===== src/sv/key_edge_state_table_defines.svh =====
// Assertion macros for the key edge state table.
// Expects clk and rst in the scope of each use; no other dependencies.
`ifndef KEY_EDGE_STATE_TABLE_DEFINES_SVH
`define KEY_EDGE_STATE_TABLE_DEFINES_SVH

// Condition holds in the same cycle as the trigger.
`define KEST_ASSERT_SAME(lbl, ante, cons) \
  lbl: assert property (@(posedge clk) disable iff (rst) (ante) |-> (cons)) \
    else $error("key table check failed");

// Condition holds in the cycle after the trigger.
`define KEST_ASSERT_NEXT(lbl, ante, cons) \
  lbl: assert property (@(posedge clk) disable iff (rst) (ante) |=> (cons)) \
    else $error("key table check failed");

`endif


===== src/sv/kest_pkg.sv =====
// Shared constants and types for the key edge state table.
// Used by kest_cell and key_edge_state_table; no dependencies.
package kest_pkg;

  localparam int TABLE_ENTRIES = 16;
  localparam int KEY_W         = 25;
  localparam int CMD_W         = 3;
  localparam int PH_W          = 2;
  localparam int OUT_CNT_W     = 5;
  localparam int CNT_W         = $clog2(TABLE_ENTRIES + 1);
  localparam int CNT_X_W       = (CNT_W > OUT_CNT_W) ? CNT_W : OUT_CNT_W;

  localparam logic [CMD_W-1:0] CMD_PRESS   = 3'd0;
  localparam logic [CMD_W-1:0] CMD_RELEASE = 3'd1;
  localparam logic [CMD_W-1:0] CMD_TICK    = 3'd2;
  localparam logic [CMD_W-1:0] CMD_QUERY   = 3'd3;
  localparam logic [CMD_W-1:0] CMD_CLEAR   = 3'd4;

  localparam logic [PH_W-1:0] PH_ABSENT = 2'd0;
  localparam logic [PH_W-1:0] PH_TRIG   = 2'd1;
  localparam logic [PH_W-1:0] PH_PRES   = 2'd2;
  localparam logic [PH_W-1:0] PH_REL    = 2'd3;

  // Command token walking the row of cells.
  typedef struct packed {
    logic             active;
    logic [CMD_W-1:0] cmd;
    logic [KEY_W-1:0] key;
    logic             found;
    logic [PH_W-1:0]  state;
    logic             free_seen;
    logic [CNT_W-1:0] cnt;
  } tok_t;

  // Insert broadcast issued when a press of a new key completes.
  typedef struct packed {
    logic             en;
    logic [KEY_W-1:0] key;
  } ins_t;

endpackage


===== src/sv/kest_cell.sv =====
// One table slot: valid mark, key and phase, updated as the token passes.
// Depends on kest_pkg.
module kest_cell (
  input  logic          clk,
  input  logic          rst,
  input  kest_pkg::tok_t tok_in,
  input  kest_pkg::ins_t ins,
  output kest_pkg::tok_t tok_out,
  output logic          cand
);

  logic                      valid;
  logic [kest_pkg::KEY_W-1:0] key;
  logic [kest_pkg::PH_W-1:0]  phase;

  logic                      valid_next;
  logic [kest_pkg::PH_W-1:0]  phase_next;
  logic                      cand_next;
  kest_pkg::tok_t            tok_next;
  logic                      match;
  logic                      cnt_inc;
  logic                      commit;

  assign match  = valid && (key == tok_in.key);
  assign commit = ins.en && cand;

  always_comb begin
    tok_next   = tok_in;
    valid_next = valid;
    phase_next = phase;
    cand_next  = cand;
    cnt_inc    = valid;
    if (tok_in.active) begin
      cand_next = 1'b0;
      case (tok_in.cmd)
        kest_pkg::CMD_PRESS: begin
          if (match) begin
            tok_next.found = 1'b1;
            tok_next.state = phase;
          end
          if (!valid && !tok_in.free_seen) begin
            cand_next          = 1'b1;
            tok_next.free_seen = 1'b1;
          end
        end
        kest_pkg::CMD_RELEASE: begin
          if (match) begin
            phase_next     = kest_pkg::PH_REL;
            tok_next.found = 1'b1;
            tok_next.state = kest_pkg::PH_REL;
          end
        end
        kest_pkg::CMD_TICK: begin
          if (valid && phase == kest_pkg::PH_TRIG) begin
            phase_next = kest_pkg::PH_PRES;
          end
          if (valid && phase == kest_pkg::PH_REL) begin
            valid_next = 1'b0;
            cnt_inc    = 1'b0;
          end
        end
        kest_pkg::CMD_QUERY: begin
          if (match) begin
            tok_next.found = 1'b1;
            tok_next.state = phase;
          end
        end
        kest_pkg::CMD_CLEAR: begin
          valid_next = 1'b0;
          cnt_inc    = 1'b0;
        end
        default: begin
        end
      endcase
      tok_next.cnt = tok_in.cnt + kest_pkg::CNT_W'(cnt_inc);
    end
    if (commit) begin
      valid_next = 1'b1;
      phase_next = kest_pkg::PH_TRIG;
    end
  end

  always_ff @(posedge clk) begin
    phase             <= phase_next;
    tok_out.cmd       <= tok_next.cmd;
    tok_out.key       <= tok_next.key;
    tok_out.found     <= tok_next.found;
    tok_out.state     <= tok_next.state;
    tok_out.free_seen <= tok_next.free_seen;
    tok_out.cnt       <= tok_next.cnt;
    if (commit) begin
      key <= ins.key;
    end
    if (rst) begin
      valid          <= 1'b0;
      cand           <= 1'b0;
      tok_out.active <= 1'b0;
    end else begin
      valid          <= valid_next;
      cand           <= cand_next;
      tok_out.active <= tok_in.active;
    end
  end

endmodule


===== src/sv/key_edge_state_table.sv =====
// Key edge state table: a command token walks a row of TABLE_ENTRIES slot
// cells, one cell per cycle, and the result is registered at the tail of the
// row; the table takes one command at a time, so a new beat is accepted only
// after the result of the last one has been handed to the output.
// Synchronous reset clears every valid mark at once; no clearing pass.
// Depends on kest_pkg, kest_cell and key_edge_state_table_defines.svh.
`include "key_edge_state_table_defines.svh"

module key_edge_state_table (
  input  logic                          clk,
  input  logic                          rst,
  input  logic                          in_valid,
  output logic                          in_ready,
  input  logic [kest_pkg::CMD_W-1:0]     cmd,
  input  logic [kest_pkg::KEY_W-1:0]     key_code,
  output logic                          out_valid,
  input  logic                          out_ready,
  output logic [kest_pkg::PH_W-1:0]      key_state,
  output logic [kest_pkg::OUT_CNT_W-1:0] entry_count,
  output logic                          press_dropped
);

  kest_pkg::tok_t                   chain [kest_pkg::TABLE_ENTRIES+1];
  logic [kest_pkg::TABLE_ENTRIES-1:0] cand;
  kest_pkg::ins_t                   ins;

  kest_pkg::tok_t head;
  logic           busy;
  logic           done_valid;
  kest_pkg::tok_t done_tok;
  logic           finish;
  logic           is_press;
  logic           dropped;
  logic [kest_pkg::PH_W-1:0]    state_res;
  logic [kest_pkg::CNT_X_W-1:0] cnt_res;

  assign chain[0] = head;
  assign in_ready = !busy;
  assign finish   = done_valid && (!out_valid || out_ready);
  assign is_press = (done_tok.cmd == kest_pkg::CMD_PRESS);
  assign ins.en   = finish && is_press && !done_tok.found && done_tok.free_seen;
  assign ins.key  = done_tok.key;
  assign dropped  = is_press && !done_tok.found && !done_tok.free_seen;
  assign cnt_res  = kest_pkg::CNT_X_W'(done_tok.cnt) + kest_pkg::CNT_X_W'(ins.en);

  always_comb begin
    state_res = kest_pkg::PH_ABSENT;
    if (done_tok.found) begin
      state_res = done_tok.state;
    end else if (is_press && done_tok.free_seen) begin
      state_res = kest_pkg::PH_TRIG;
    end
  end

  for (genvar i = 0; i < kest_pkg::TABLE_ENTRIES; i++) begin : g_cell
    kest_cell u_cell (
      .clk     (clk),
      .rst     (rst),
      .tok_in  (chain[i]),
      .ins     (ins),
      .tok_out (chain[i+1]),
      .cand    (cand[i])
    );
  end

  always_ff @(posedge clk) begin
    if (in_valid && in_ready) begin
      head.cmd       <= cmd;
      head.key       <= key_code;
      head.found     <= 1'b0;
      head.state     <= kest_pkg::PH_ABSENT;
      head.free_seen <= 1'b0;
      head.cnt       <= '0;
    end
    if (chain[kest_pkg::TABLE_ENTRIES].active) begin
      done_tok <= chain[kest_pkg::TABLE_ENTRIES];
    end
    if (finish) begin
      key_state     <= state_res;
      entry_count   <= cnt_res[kest_pkg::OUT_CNT_W-1:0];
      press_dropped <= dropped;
    end
    if (rst) begin
      busy        <= 1'b0;
      done_valid  <= 1'b0;
      out_valid   <= 1'b0;
      head.active <= 1'b0;
    end else begin
      head.active <= in_valid && in_ready;
      if (in_valid && in_ready) begin
        busy <= 1'b1;
      end else if (finish) begin
        busy <= 1'b0;
      end
      if (chain[kest_pkg::TABLE_ENTRIES].active) begin
        done_valid <= 1'b1;
      end else if (finish) begin
        done_valid <= 1'b0;
      end
      if (finish) begin
        out_valid <= 1'b1;
      end else if (out_ready) begin
        out_valid <= 1'b0;
      end
    end
  end

  `KEST_ASSERT_NEXT(a_accept_busy, in_valid && in_ready, busy)
  `KEST_ASSERT_SAME(a_tail_busy, chain[kest_pkg::TABLE_ENTRIES].active, busy && !done_valid)
  `KEST_ASSERT_SAME(a_one_cand, 1'b1, $onehot0(cand))
  `KEST_ASSERT_SAME(a_insert_cand, ins.en, $onehot(cand))

endmodule


===== config.mk =====
export PLATFORM = sky130hd
export DESIGN_NAME = key_edge_state_table
export DESIGN_NICKNAME = d
export VERILOG_FILES = /design/src/sv/kest_pkg.sv /design/src/sv/kest_cell.sv /design/src/sv/key_edge_state_table.sv
export VERILOG_INCLUDE_DIRS = /design/src /design/src/sv
export SDC_FILE = /design/constraint.sdc
export NUM_CORES = 1
export LEC_CHECK = 0
export ABC_AREA = 1
export BUFFER_PORTS_ARGS = -buffer_cell sky130_fd_sc_hd__buf_2
export CORE_MARGIN = 5
export CORE_UTILIZATION = 45
export CTS_CLUSTER_SIZE = 40
export DETAILED_ROUTE_END_ITERATION = 10
export PLACE_DENSITY = 0.59
export SYNTH_ARGS = -nofsm -noshare
export SYNTH_HDL_FRONTEND = slang
export SYNTH_SLANG_ARGS = --single-unit

===== constraint.sdc =====
create_clock -name clk -period 4.11 [get_ports clk]
set_clock_uncertainty 0.2 [all_clocks]
set_input_delay 1.0275 -clock clk [delete_from_list [all_inputs] [get_ports clk]]
set_output_delay 1.0275 -clock clk [all_outputs]
set_load 0.1 [all_outputs]

==> run_results.csv <==
group,metric,value,unit
power,ir_worst_vdd,0.385,mV
layout,drive_gt1_share,6.18,%
clocking,cts_inserted_buffers,113,
die,floorplan.initialDensity,45.2,%
die,die-area,0.101,sq mm
die,design.core.area,0.0946,sq mm
detailed_routing,drt_iter0_drc,2249,
worst_hold_path,hp-class,"reg -> reg",
timing,hold_viol,0,
detailed_routing,vias,28507,
synth,synthTopCellsByArea,"edfxtp_1, dfxtp_1, nand2_1, inv_1, nor2_1",
die,chipWidth,318,microns
run,cap_viol_max_count,0,
clocking,postCtsHoldBufs,0,
synth,postSynthNetCount,4663,
critical_path,worst_path_max_delay_cell,"buf_2",
timing,max_slew_margin,23.2,%
synth,ys.flop_type,"dfxtp_1",
global_route,gr-total-overflow,0,
synth,synthSimpleGateAreaFrac,19.9,%
detailed_routing,ant_nets,0,
status,status,"completed",
clocking,cts_tree,"yes",
synth,synth.top_cell.area_share,33.2,%
critical_path,worstPathArrival,1550,ps
synth,synthXorXnorAreaFrac,3.65,%
synth,yosys_warnings,0,
synth,synthTopCellsByCount,"nand2_1, inv_1, dfxtp_1, edfxtp_1, nor2_1",
detailed_routing,routed_wl,103,mm
synth,yosysUniqueCellTypes,38,
detailed_routing,drt_first_pass_iters,7,
critical_path,worstSetupEndpointType,"output port",
clocking,clkTransAtPathRegs,60,ps
layout,fin_nets,4834,
layout,finalNonFillerCells,6136,
critical_path,cp.required,2880,ps
synth,synth_fa_ha_area_share,0.908,%
die,rows,113,
synth,synth_top_cell_by_area,"edfxtp_1",
critical_path,cp_slowest_stage_delay,450,ps
timing,post-route-period-util,67.7,%
synth,synth_edf_count,473,
layout,final_area,0.0486,sq mm
critical_path,critPathKind,"reg -> out",
clocking,clk_path_buf_depth,3,
global_route,track_usage,20.2,%
synth,synth_top_family_by_area,"simple AND/OR/NAND/NOR gates",
synth,synthCells,4600,
power,p_total,23.5,mW
timing,fin_ws,1330,ps
placement,dp.cells,5921,
synth,ys_seq_area_share,64.4,%
timing,worstMarginPinSlew,1150,ps
synth,ys_seq_elements,1139,
power,p_leak,22.8,nW
synth,async_flop_share,0,%
synth,synth.area.mux_share,0,%
critical_path,cp_max_fo,2,
detailed_routing,wl_per_cell,16.8,microns
critical_path,reg2reg_depth,7,
layout,fill_cells,8620,
power,power_density,483,mW/mm^2
global_route,antenna_found_initial,9,
clocking,clock_latency,690,ps
synth,synth_compound_area_share,3.00,%
layout,diodes,0,
clocking,cts_setup_buffers,0,
global_route,grt_pass1_wl,158,mm
global_route,grt_pass1_vias,27240,
synth,synth_area_per_cell,9.29,sq um
placement,hpwl,73.3,mm
detailed_routing,vias_per_cell,4.65,
clocking,clock_sinks,1139,
timing,fmax,360,MHz
global_route,grt_max_degree,39,
placement,io_buffers,41,
timing,maxSlewViolCount,0,
clocking,ctsHtreeMaxLevel,3,
synth,netlist_area,0.0427,sq mm
synth,synth.most_common_cell,"nand2_1",
worst_hold_path,holdPathStages,0,
timing,min_period,2780,ps
die,die_h,318,microns
timing,setup_viol,0,
clocking,root_buffer,"clkbuf_16",
clocking,ctsResizeCount,0,
placement,place_area,0.0447,sq mm
critical_path,crit_chain,"inv_1, buf_2",
critical_path,start_kind,"flip-flop",
layout,areaGrowthSynthToFinish,13.7,%
timing,tns,0,ps
timing,rsz0062_at_grt,"no",
placement,place_congestion,0.890,
placement,place_ws,1010,ps
die,ios,42,
detailed_routing,drc_errors,0,
## path summary, 6_finish.rpt
path / start / to / slack (ps)
hold reg to reg: g_cell[0].u_cell.tok_out[14] / g_cell[1].u_cell.tok_out[14] / 150
setup reg to reg: done_tok[35] / g_cell[5].u_cell.key[4] / 1830
hold / removal: g_cell[0].u_cell.tok_out[14] / g_cell[1].u_cell.tok_out[14] / 150
setup / recovery: busy / in_ready / 1330
## flip-flops by register name (all words and copies together) (netlist names)
name                   count
entry_count                5
g_cell.u_cell.cand        16
g_cell.u_cell.valid       16
press_dropped              1
key_state                  2
g_cell.u_cell.key        400
done_valid                 1
done_tok                  37
busy                       1
g_cell.u_cell.phase       32
chain                     29
g_cell.u_cell.tok_out    598
out_valid                  1
## placed cells by master, fill, tap and decap left out, drive strengths merged, types with 5 or more instances in the layout
| cell | synthesis | layout |
|---|---|---|
| inv | 889 | 903 |
| buf | 9 | 71 |
| ha | 31 | 31 |
| a31oi | 9 | 9 |
| nand4 | 78 | 78 |
| and2 | 5 | 5 |
| clkbuf | 6 | 155 |
| clkinv | 7 | 42 |
| edfxtp | 473 | 473 |
| bufinv | 0 | 7 |
| nor2 | 460 | 460 |
| nor3 | 34 | 34 |
| xnor2 | 111 | 111 |
| o221ai | 10 | 10 |
| o21a | 6 | 6 |
| nand2 | 1374 | 1374 |
| a31o | 10 | 10 |
| a211oi | 10 | 10 |
| o21ai | 63 | 63 |
| nand3 | 167 | 167 |
| o211ai | 5 | 5 |
| dfxtp | 666 | 666 |
| xor2 | 67 | 67 |
| a21oi | 97 | 97 |
## area by class of cell
type	instances	area [sq um]	share of cell area [%]
Sequential cell	1139	27500	56.7
Multi-Input combinational cell	2550	11700	24.2
Inverter	896	3370	6.94
Clock buffer	155	3320	6.83
Tap cell	1265	1580	3.26
Clock inverter	60	563	1.16
Timing Repair Buffer	71	455	0.938
## metrics by stage
step           util, %  hold slack (ps)
2_1_floorplan        -              131
3_3_place_gp      47.2              145
3_5_place_dp      47.2              144
4_1_cts           51.3              155
5_1_grt           51.3              163
6_report          51.3              155
## where the power goes
group	switching, mW	internal, mW
logic	0.415	0.243
registers	0.310	12.0
clock network	4.36	6.13
## per-layer routing
metal	GRT usage (%)	vias up	wire, microns
li1	-	14573	-
met1	27.0	13012	45400
met2	33.8	732	48300
met3	3.59	190	6280
met4	6.10	0	3110
met5	0	-	0
## critical path, delay by kind of cell (launching register included)
family | cells | cell delay (ps)
buffers and inverters | 2 | 570
flip-flops | 1 | 310
## logic make-up after synthesis
kind of cell | count (synthesis)
and+or+nand+nor | 2124
xor gates and xnor gates | 178
AOI/OAI and AO/OA | 217
adders and majority gates | 31
DFF | 1139
buffers and inverters | 911
(Power assumes the default switching activity.)
